## src/sidt_pkg.sv

```systemverilog
// ----------------------------------------------------------------------------
// sidt_pkg: shared types and constants for the session depth tracker
// Holds the item codes, Telnet byte codes, parser phases and the state and
// result records passed between the tracker modules.
// ----------------------------------------------------------------------------
package sidt_pkg;

    typedef enum logic [1:0] {
        OP_TELNET   = 2'd0,
        OP_CONNECT  = 2'd1,
        OP_MQTT_OP  = 2'd2,
        OP_FINALIZE = 2'd3
    } op_t;

    typedef enum logic [2:0] {
        PH_DATA   = 3'd0,
        PH_CMD    = 3'd1,
        PH_OPT    = 3'd2,
        PH_SUB    = 3'd3,
        PH_SUBCMD = 3'd4
    } phase_t;

    localparam logic [7:0] B_IAC  = 8'd255;
    localparam logic [7:0] B_SE   = 8'd240;
    localparam logic [7:0] B_SB   = 8'd250;
    localparam logic [7:0] B_WILL = 8'd251;
    localparam logic [7:0] B_WONT = 8'd252;
    localparam logic [7:0] B_DO   = 8'd253;
    localparam logic [7:0] B_DONT = 8'd254;

    localparam logic [7:0] CH_CR  = 8'd13;
    localparam logic [7:0] CH_LF  = 8'd10;
    localparam logic [7:0] CH_SP  = 8'd32;
    localparam logic [7:0] CH_TAB = 8'd9;
    localparam logic [7:0] CH_VT  = 8'd11;
    localparam logic [7:0] CH_FF  = 8'd12;

    localparam logic [1:0] LVL_CONTENT = 2'd1;
    localparam logic [1:0] LVL_LINE    = 2'd2;
    localparam logic [1:0] LVL_MAX     = 2'd3;
    localparam logic [1:0] OP_COUNT_MAX = 2'd2;

    typedef struct packed {
        logic [1:0] depth;
        phase_t     phase;
        logic       line_has_content;
        logic       previous_was_cr;
        logic       mqtt_connected;
        logic [1:0] mqtt_op_count;
        logic       frozen;
    } sidt_state_t;

    typedef struct packed {
        logic       finalize_accepted;
        logic       is_finalized;
        logic [1:0] depth_level;
    } sidt_result_t;

endpackage

```

## src/sidt_core.sv

```systemverilog
// ----------------------------------------------------------------------------
// sidt_core: session state and per-item update
// Holds the session state registers and computes the state change and the
// result for one item combinationally.
// ----------------------------------------------------------------------------
module sidt_core
    import sidt_pkg::*;
(
    input  logic         clk,
    input  logic         rst_n,
    input  logic         step,
    input  op_t          operation,
    input  logic [7:0]   data_byte,
    output sidt_result_t result,
    output sidt_state_t  status
);

    sidt_state_t state_reg;
    sidt_state_t state_next;
    logic [1:0]  lift_lvl;
    logic [1:0]  count_new;
    logic        accepted;

    always_comb
    begin
        state_next = state_reg;
        lift_lvl   = 2'd0;
        count_new  = state_reg.mqtt_op_count;
        accepted   = 1'b0;

        if (operation == OP_FINALIZE)
        begin
            if (!state_reg.frozen)
            begin
                state_next.frozen = 1'b1;
                accepted          = 1'b1;
            end
        end
        else if (!state_reg.frozen)
        begin
            case (operation)
                OP_TELNET:
                begin
                    case (state_reg.phase)
                        PH_CMD:
                        begin
                            if (data_byte inside {B_WILL, B_WONT, B_DO, B_DONT})
                                state_next.phase = PH_OPT;
                            else if (data_byte == B_SB)
                                state_next.phase = PH_SUB;
                            else
                                state_next.phase = PH_DATA;
                        end
                        PH_OPT:
                            state_next.phase = PH_DATA;
                        PH_SUB:
                        begin
                            if (data_byte == B_IAC)
                                state_next.phase = PH_SUBCMD;
                        end
                        PH_SUBCMD:
                            state_next.phase = (data_byte == B_SE) ? PH_DATA : PH_SUB;
                        default:
                        begin
                            // Unused phase codes fall back to plain data.
                            if (data_byte == B_IAC)
                            begin
                                state_next.previous_was_cr = 1'b0;
                                state_next.phase           = PH_CMD;
                            end
                            else
                            begin
                                state_next.phase = PH_DATA;
                                if (data_byte == CH_CR)
                                begin
                                    if (state_reg.line_has_content)
                                        lift_lvl = (state_reg.depth < LVL_LINE) ?
                                                   LVL_LINE : LVL_MAX;
                                    state_next.line_has_content = 1'b0;
                                    state_next.previous_was_cr  = 1'b1;
                                end
                                else if (data_byte == CH_LF)
                                begin
                                    // An LF right after CR closes the same line end.
                                    if (!state_reg.previous_was_cr &&
                                        state_reg.line_has_content)
                                        lift_lvl = (state_reg.depth < LVL_LINE) ?
                                                   LVL_LINE : LVL_MAX;
                                    state_next.line_has_content = 1'b0;
                                    state_next.previous_was_cr  = 1'b0;
                                end
                                else
                                begin
                                    state_next.previous_was_cr = 1'b0;
                                    if (!(data_byte inside {CH_SP, CH_TAB, CH_VT, CH_FF}))
                                    begin
                                        lift_lvl = (state_reg.depth >= LVL_LINE) ?
                                                   LVL_MAX : LVL_CONTENT;
                                        state_next.line_has_content = 1'b1;
                                    end
                                end
                            end
                        end
                    endcase
                end
                OP_CONNECT:
                begin
                    state_next.mqtt_connected = 1'b1;
                    lift_lvl                  = LVL_CONTENT;
                end
                OP_MQTT_OP:
                begin
                    if (state_reg.mqtt_connected)
                    begin
                        if (state_reg.mqtt_op_count < OP_COUNT_MAX)
                            count_new = state_reg.mqtt_op_count + 2'd1;
                        state_next.mqtt_op_count = count_new;
                        lift_lvl = (count_new == 2'd1) ? LVL_LINE : LVL_MAX;
                    end
                end
                default:
                    lift_lvl = 2'd0;
            endcase
        end

        if (lift_lvl > state_reg.depth)
            state_next.depth = lift_lvl;

        result.depth_level       = state_next.depth;
        result.is_finalized      = state_next.frozen;
        result.finalize_accepted = accepted;
    end

    always_ff @(posedge clk or negedge rst_n)
    begin
        if (!rst_n)
        begin
            state_reg <= '{depth: 2'd0, phase: PH_DATA, line_has_content: 1'b0,
                           previous_was_cr: 1'b0, mqtt_connected: 1'b0,
                           mqtt_op_count: 2'd0, frozen: 1'b0};
        end
        else if (step)
        begin
            state_reg <= state_next;
        end
    end

    assign status = state_reg;

endmodule

```

## src/session_interaction_depth_tracker.sv

```systemverilog
// ----------------------------------------------------------------------------
// session_interaction_depth_tracker: top level of the session depth tracker
// Input register, session update and result register for one session.
// ----------------------------------------------------------------------------
// The block takes one beat per cycle while the output is not stalled and
// returns one result beat for each input beat: an accepted beat is held in
// the input register, then the session state and the result register are
// written together by one combinational update. The depth level never falls;
// after a finalize beat every later beat leaves the state alone. Reset clears
// the session; there is no other way to start a new one.
module session_interaction_depth_tracker
    import sidt_pkg::*;
(
    input  logic       clk,
    input  logic       rst_n,
    input  logic       s_axis_tvalid,
    output logic       s_axis_tready,
    input  logic [7:0] s_axis_tdata,   // [7:0] data_byte
    input  logic [1:0] s_axis_tuser,   // [1:0] operation
    output logic       m_axis_tvalid,
    input  logic       m_axis_tready,
    output logic [7:0] m_axis_tdata    // [1:0] depth_level, [2] is_finalized,
                                       // [3] finalize_accepted, [7:4] zero
);

    logic         in_valid_reg;
    op_t          op_reg;
    logic [7:0]   byte_reg;
    logic         out_valid_reg;
    sidt_result_t out_reg;
    sidt_result_t result;
    sidt_state_t  status;
    logic         advance;

    assign advance       = in_valid_reg && (!out_valid_reg || m_axis_tready);
    assign s_axis_tready = !in_valid_reg || advance;

    always_ff @(posedge clk or negedge rst_n)
    begin
        if (!rst_n)
            in_valid_reg <= 1'b0;
        else if (s_axis_tready)
            in_valid_reg <= s_axis_tvalid;
    end

    always_ff @(posedge clk)
    begin
        if (s_axis_tready && s_axis_tvalid)
        begin
            op_reg   <= op_t'(s_axis_tuser);
            byte_reg <= s_axis_tdata;
        end
    end

    sidt_core u_core (
        .clk       (clk),
        .rst_n     (rst_n),
        .step      (advance),
        .operation (op_reg),
        .data_byte (byte_reg),
        .result    (result),
        .status    (status)
    );

    always_ff @(posedge clk or negedge rst_n)
    begin
        if (!rst_n)
            out_valid_reg <= 1'b0;
        else if (advance)
            out_valid_reg <= 1'b1;
        else if (m_axis_tready)
            out_valid_reg <= 1'b0;
    end

    always_ff @(posedge clk)
    begin
        if (advance)
            out_reg <= result;
    end

    assign m_axis_tvalid = out_valid_reg;
    assign m_axis_tdata  = {4'b0000, out_reg};

    a_depth_monotonic: assert property (@(posedge clk) disable iff (!rst_n)
        status.depth >= $past(status.depth))
        else $error("session depth decreased");

    a_frozen_sticky: assert property (@(posedge clk) disable iff (!rst_n)
        $past(status.frozen) |-> status.frozen && $stable(status.depth))
        else $error("frozen session changed");

    a_accept_freezes: assert property (@(posedge clk) disable iff (!rst_n)
        advance && result.finalize_accepted |=> status.frozen && !$past(status.frozen))
        else $error("finalize accepted without freezing a live session");

endmodule

```

## config.mk

```make
export PLATFORM = sky130hd
export DESIGN_NAME = session_interaction_depth_tracker
export DESIGN_NICKNAME = d
export VERILOG_FILES = /design/src/sidt_pkg.sv /design/src/sidt_core.sv /design/src/session_interaction_depth_tracker.sv
export SDC_FILE = /design/constraint.sdc
export NUM_CORES = 1
export LEC_CHECK = 0
export BUFFER_PORTS_ARGS = -buffer_cell sky130_fd_sc_hd__buf_2
export CAP_MARGIN = 15
export CELL_PAD_IN_SITES_DETAIL_PLACEMENT = 1
export CELL_PAD_IN_SITES_GLOBAL_PLACEMENT = 2
export CORE_MARGIN = 4
export CORE_UTILIZATION = 35
export CTS_CLUSTER_DIAMETER = 60
export DETAILED_ROUTE_END_ITERATION = 8
export GPL_ROUTABILITY_DRIVEN = 0
export GPL_TIMING_DRIVEN = 0
export PLACE_DENSITY_LB_ADDON = 0.08
export SKIP_CTS_REPAIR_TIMING = 1
export SYNTH_ARGS = -nofsm -noshare
export SYNTH_HDL_FRONTEND = slang
export SYNTH_SLANG_ARGS = --single-unit
```

## constraint.sdc

```tcl
create_clock -name clk -period 3.8 [get_ports clk]
set_input_delay 0.76 -clock clk [delete_from_list [all_inputs] [get_ports clk]]
set_output_delay 0.76 -clock clk [all_outputs]
set_load 0.1 [all_outputs]
```

==> flow_metrics.py, run 1 <==
metrics = {
    "timing": {
        "hold_ws_ns": 0.373,
        "slew_viol_final": 0,
        "timing.final.crit_period_ns": 2.87,
        "fmax_ghz": 0.348,
        "finalHoldViolCount": 0,
        "setup_viol": 0,
        "rsz0062_at_grt": "false",
        "tns_ns": 0,
        "fin_crit_sh": 0.755,
        "clock_skew_ns": 0.00394,
    },
    "logic_synthesis": {
        "yosysTopAreaCell": "edfxtp_1",
        "ys_top_cells_by_area": "edfxtp_1 29%, dfrtp_1 22%, ha_1 4.2%",
        "synth_async_sr_flop_share": 0.481,
        "netlist_area_um2": 1470,
        "synthesis.instances": 147,
        "synth-main-ff-cell": "edfxtp_1",
        "ys_seq_elements": 27,
        "synth_top_area_share": 0.285,
        "synth_seq_area_share": 0.506,
        "synth.avg_cell_area_um2": 10.0,
        "yosysUniqueCellTypes": 45,
        "yosys_warnings": 0,
        "synth-edff-count": 14,
    },
    "clock_network": {
        "tritoncts": "done",
        "cts.path.max_buffers": 2,
        "cts_root_buffer": "clkbuf_8",
        "clk_pin_slew_worst_paths_ns": 0.09,
        "cts_made_buffers": 3,
        "cts_htree_levels": 1,
        "clk_latency_ns": 0.27,
        "cts.sinks": 27,
    },
    "global_routing": {
        "antenna_found_initial": 0,
        "grt_pass1_vias": 1133,
        "grtUsageTotal": 0.131,
        "grt_max_degree": 15,
        "overflow": 0,
        "grt_pass1_wl_um": 5510,
    },
    "worst_setup_path": {
        "crit_path_end_kind": "register",
        "cpMaxStageDelayCell": "or4_1",
        "critical_path.cell_chain": "or3_1 > clkbuf_1 > or4_1 > o31a_1 > a32oi_1 > o21a_1 > ha_1 > o22ai_1 > nor2b_1 > a21oi_1",
        "startpoint_type": "register",
        "arrival_ns": 2.90,
        "critical-path-max-stage-delay_ns": 0.42,
        "critPathKind": "reg -> reg",
        "worst-path-max-fanout": 6,
        "cp.required_ns": 3.83,
    },
    "power": {
        "leakagePower_uw": 0.000696,
        "ir_drop_mv": 0.180,
        "power_density_nw_per_um2": 344,
    },
    "route": {
        "via_count": 1170,
        "drc": 0,
        "viasPerCell": 5.25,
        "drt_pass1_iterations": 4,
        "postRouteAntennaNets": 0,
        "drt_iter0_drc": 35,
        "wire_per_inst_um": 14.3,
        "drt-total-wl_um": 3190,
    },
    "outcome": {
        "status": "completed",
    },
    "die": {
        "die_area_um2": 5310,
        "dieHeight_um": 72.9,
        "rows": 23,
        "core_um2": 4030,
        "die_width_um": 72.9,
        "boundaryPins": 24,
        "start_util": 0.366,
    },
    "placement": {
        "placed_area_um2": 1640,
        "io_buffer_count": 19,
        "dpl.hpwl_um": 2510,
        "dpl.cell_count": 219,
    },
    "run": {
        "cap_violations": 0,
    },
    "cells_and_area": {
        "instances_no_fill": 223,
        "fin_area_um2": 1690,
        "fillers": 484,
        "fin_nets": 193,
        "diodes": 0,
        "areaGrowthSynthToFinish_pct": 14.5,
        "drive_above_1_share": 0.197,
        "largest_reg_flops": 11,
    },
    "worst_hold_path": {
        "hold_class": "in -> async",
    },
}
## power breakdown
group	leakage (uW)	switching (uW)	internal, uW
logic	0.000371	69.8	20.0
clock network	0.0000228	87.3	75.0
registers	0.000303	7.90	320
## through the flow
stage | utilization | total power (uW) | setup slack [ns]
floorplan | - | 403 | 1.01
global placement | 0.408 | 422 | 0.974
detailed placement | 0.408 | 425 | 0.950
CTS | 0.419 | 588 | 0.940
global route | 0.419 | 612 | 0.709
finish | 0.419 | 580 | 0.930
## worst max-delay path: cells and delay by family (launching register included)
| family | cells | cell delay (ns) |
|---|---|---|
| AND/OR/NAND/NOR | 3 | 0.97 |
| buffers and inverters | 1 | 0.16 |
| AO/OA/AOI/OAI | 5 | 0.85 |
| flip-flops | 1 | 0.41 |
| adder cells (fa/ha/maj) | 1 | 0.24 |
## synth_stat cells (3+ instances only)
| cell type | count |
|---|---|
| dfrtp_1 | 13 |
| nand2_1 | 12 |
| edfxtp_1 | 14 |
| o22ai_1 | 3 |
| buf_4 | 5 |
| nor2b_1 | 4 |
| nor2_1 | 11 |
| nor3_1 | 3 |
| nand3_1 | 7 |
| inv_1 | 8 |
| a31oi_1 | 3 |
| o21ai_0 | 10 |
| nand2b_1 | 5 |
| a21oi_1 | 4 |
| ha_1 | 5 |
| clkbuf_1 | 3 |
| o21ai_1 | 3 |
## cells in the final DEF, fill, tap and decap left out, drive strengths merged, types with 3 or more instances in the layout
cell,instances
nand2,12
nor2b,4
nor3,3
o21ai,13
ha,5
dfrtp,13
nand3,7
conb,4
a21oi,4
o22ai,3
a31oi,3
nand2b,5
clkbuf,7
inv,8
buf,26
edfxtp,14
nor2,11
## metal layers
| layer | vias up | part of all wire | global-route usage | wire, um |
|---|---|---|---|---|
| li1 | 576 | - | - | - |
| met3 | 4 | 0.054 | 0.0262 | 171 |
| met4 | 0 | 0.0050 | 0.0246 | 16 |
| met2 | 27 | 0.46 | 0.211 | 1470 |
| met5 | - | 0 | 0 | 0 |
| met1 | 563 | 0.48 | 0.185 | 1530 |
## path summary, 6_finish.rpt
kind	slack, ns	depth (start not counted)	end	startpoint
max	0.93	10	m_axis_tdata[0]	byte_reg[7]
min	0.37	1	u_core.status[9]	rst_n
max reg2reg	0.93	10	m_axis_tdata[0]	byte_reg[7]
min reg2reg	0.49	2	u_core.status[2]	u_core.status[2]
max in group asynchronous	3.18	1	m_axis_tvalid	rst_n
min in group clk	0.49	2	u_core.status[2]	u_core.status[2]
## cell families (layout without fill, tap and decap cells)
family,count (synthesis),after routing,share of synthesized area
AOI/OAI and AO/OA,35,35,0.153
muxes,1,1,0.00764
buffers and inverters,18,41,0.0645
adders and majority gates,5,5,0.0424
and+or+nand+nor,58,58,0.212
other,1,4,0.00254
DFF,27,27,0.506
xor gates and xnor gates,2,2,0.0119
## cell type report
type	count	area, um^2	share of cell area
Tap cell	50	62.6	0.0371
Sequential cell	27	746	0.442
Inverter	8	30.0	0.0178
Buffer	10	65.1	0.0385
Timing Repair Buffer	19	95.1	0.0563
Clock buffer	4	45.0	0.0267
Multi-Input combinational cell	105	644	0.382
Note: power is estimated with default switching activity, not from simulation.
==> inputs of run 2 (changes only) <==
==> constraint.sdc (replaced) <==
create_clock -name clk -period 2.7 [get_ports clk]
set_input_delay 0.54 -clock clk [delete_from_list [all_inputs] [get_ports clk]]
set_output_delay 0.54 -clock clk [all_outputs]
set_load 0.1 [all_outputs]
==> run 2 against run 1 <==
- the run now ends with setup timing left
- via count down 0.85%
- design area grew 3.5%
- die area did not move
- flip-flop and latch count stayed put
==> flow_metrics.py, run 2 (synthesis results as in run 1) <==
metrics = {
    "cells_and_area": {
        "final_core_util": 0.434,
        "final_common_cell": "buf_2",
        "areaGrowthSynthToFinish_pct": 18.5,
        "diodes": 0,
        "largest_reg_flops": 11,
        "layout_common_cells": "20 x buf_2, 14 x edfxtp_1, 12 x nand2_1, 12 x dfrtp_1",
        "instances_no_fill": 224,
        "drive_above_1_share": 0.241,
        "fillers": 477,
        "fin_nets": 194,
    },
    "route": {
        "wire_per_inst_um": 14.3,
        "drt_iter0_drc": 31,
        "drt_pass1_iterations": 4,
        "drt-total-wl_um": 3210,
        "postRouteAntennaNets": 0,
        "drc": 0,
        "via_count": 1160,
        "viasPerCell": 5.18,
    },
    "die": {
        "start_util": 0.366,
        "rows": 23,
        "core_um2": 4030,
        "boundaryPins": 24,
        "die_width_um": 72.9,
        "dieHeight_um": 72.9,
        "die_area_um2": 5310,
    },
    "timing": {
        "slew_viol_final": 0,
        "timing.final.crit_period_ns": 2.75,
        "setup_viol": 1,
        "rsz0062_at_grt": "true",
        "fmax_ghz": 0.364,
        "timing.final.ws_setup_ns": -0.0468,
        "finalHoldViolCount": 0,
        "clock_skew_ns": 0.00183,
        "fin_crit_sh": 1.02,
    },
    "worst_setup_path": {
        "arrival_ns": 2.77,
        "cpMaxStageDelayCell": "or4b_4",
        "startpoint_type": "register",
        "critPathBufInv": 1,
        "critPathKind": "reg -> reg",
        "crit_path_end_kind": "register",
        "cp_top_family": "compound AO/OA/AOI/OAI gates",
        "crit_cells": 10,
        "worstReg2RegStart": "byte_reg[0]",
        "critical-path-max-stage-delay_ns": 0.51,
        "critical_path.cell_chain": "buf_6 > or4b_4 > a21boi_1 > o31a_1 > a32oi_1 > o21a_1 > ha_4 > o22ai_4 > nor2b_4 > a21oi_1",
        "r2r_slack_ns": -0.05,
        "rr_endpoint": "m_axis_tdata[0]",
        "worst-path-max-fanout": 8,
        "cp.required_ns": 2.72,
        "reg2reg_depth": 10,
    },
    "worst_hold_path": {
        "hold_class": "in -> async",
    },
    "global_routing": {
        "use_met3": 0.0262,
        "grt_max_degree": 15,
        "grtUsageTotal": 0.134,
        "antenna_found_initial": 0,
        "overflow": 0,
        "gr-usage-met2": 0.214,
        "grt_pass1_vias": 1174,
        "top_usage_layer": "met2",
        "use_met1": 0.184,
        "grt_pass1_wl_um": 5540,
    },
    "power": {
        "power_density_nw_per_um2": 470,
        "leakagePower_uw": 0.000724,
        "ir_drop_mv": 0.258,
    },
    "clock_network": {
        "tritoncts": "done",
        "clk_pin_slew_worst_paths_ns": 0.09,
        "cts_made_buffers": 3,
        "cts_root_buffer": "clkbuf_8",
        "cts.sinks": 27,
        "clk_latency_ns": 0.27,
        "cts.path.max_buffers": 2,
        "cts_htree_levels": 1,
    },
    "run": {
        "cap_violations": 0,
    },
    "placement": {
        "dp_slack_ns": -0.149,
        "dpl.cell_count": 219,
        "dpl.hpwl_um": 2510,
        "io_buffer_count": 19,
    },
    "outcome": {
        "status": "complete, but fails checks",
        "violations": "setup timing",
    },
}
## run 2: stage by stage
stage / TNS (ns) / instance area (um^2) / total power, uW / hold slack [ns]
3_5_place_dp: -0.177 / 1640 / 598 / 0.458
6_report: -0.0468 / 1750 / 821 / 0.145
4_1_cts: -0.238 / 1690 / 826 / 0.159
3_3_place_gp: -0.125 / 1640 / 595 / 0.455
2_1_floorplan: 0 / 1490 / 567 / 0.244
5_1_grt: -0.233 / 1750 / 863 / 0.158
## run 2: cell type report
type,count,area (um^2),share of cell area
sequential,27,747,0.428
multi-input combinational,105,691,0.395
timing repair buffer,21,110,0.0630
tap,50,62.6,0.0358
buffer,9,61.3,0.0351
clock buffer,4,45.0,0.0258
inverter,8,30.0,0.0172
## run 2: worst max-delay path by stage
stage / startpoint / endpoint / slack [ns]
after floorplan: byte_reg[0] / m_axis_tdata[0] / 0.04
after global placement: byte_reg[0] / m_axis_tdata[0] / -0.13
after detailed placement: byte_reg[0] / m_axis_tdata[0] / -0.15
after CTS: byte_reg[7] / m_axis_tdata[0] / -0.18
after global routing: byte_reg[0] / m_axis_tdata[0] / -0.14
final: byte_reg[0] / m_axis_tdata[0] / -0.05
## run 2: report_power, final
group | internal (uW) | switching (uW)
clock | 106 | 124
combinational | 30.5 | 98.8
sequential | 451 | 11.2
## run 2: metal layers
layer  vias to the layer above  wire length, um
li1                        580                -
met1                       550             1540
met2                        26             1480
met3                         4              154
met4                         0               35
met5                         -                0
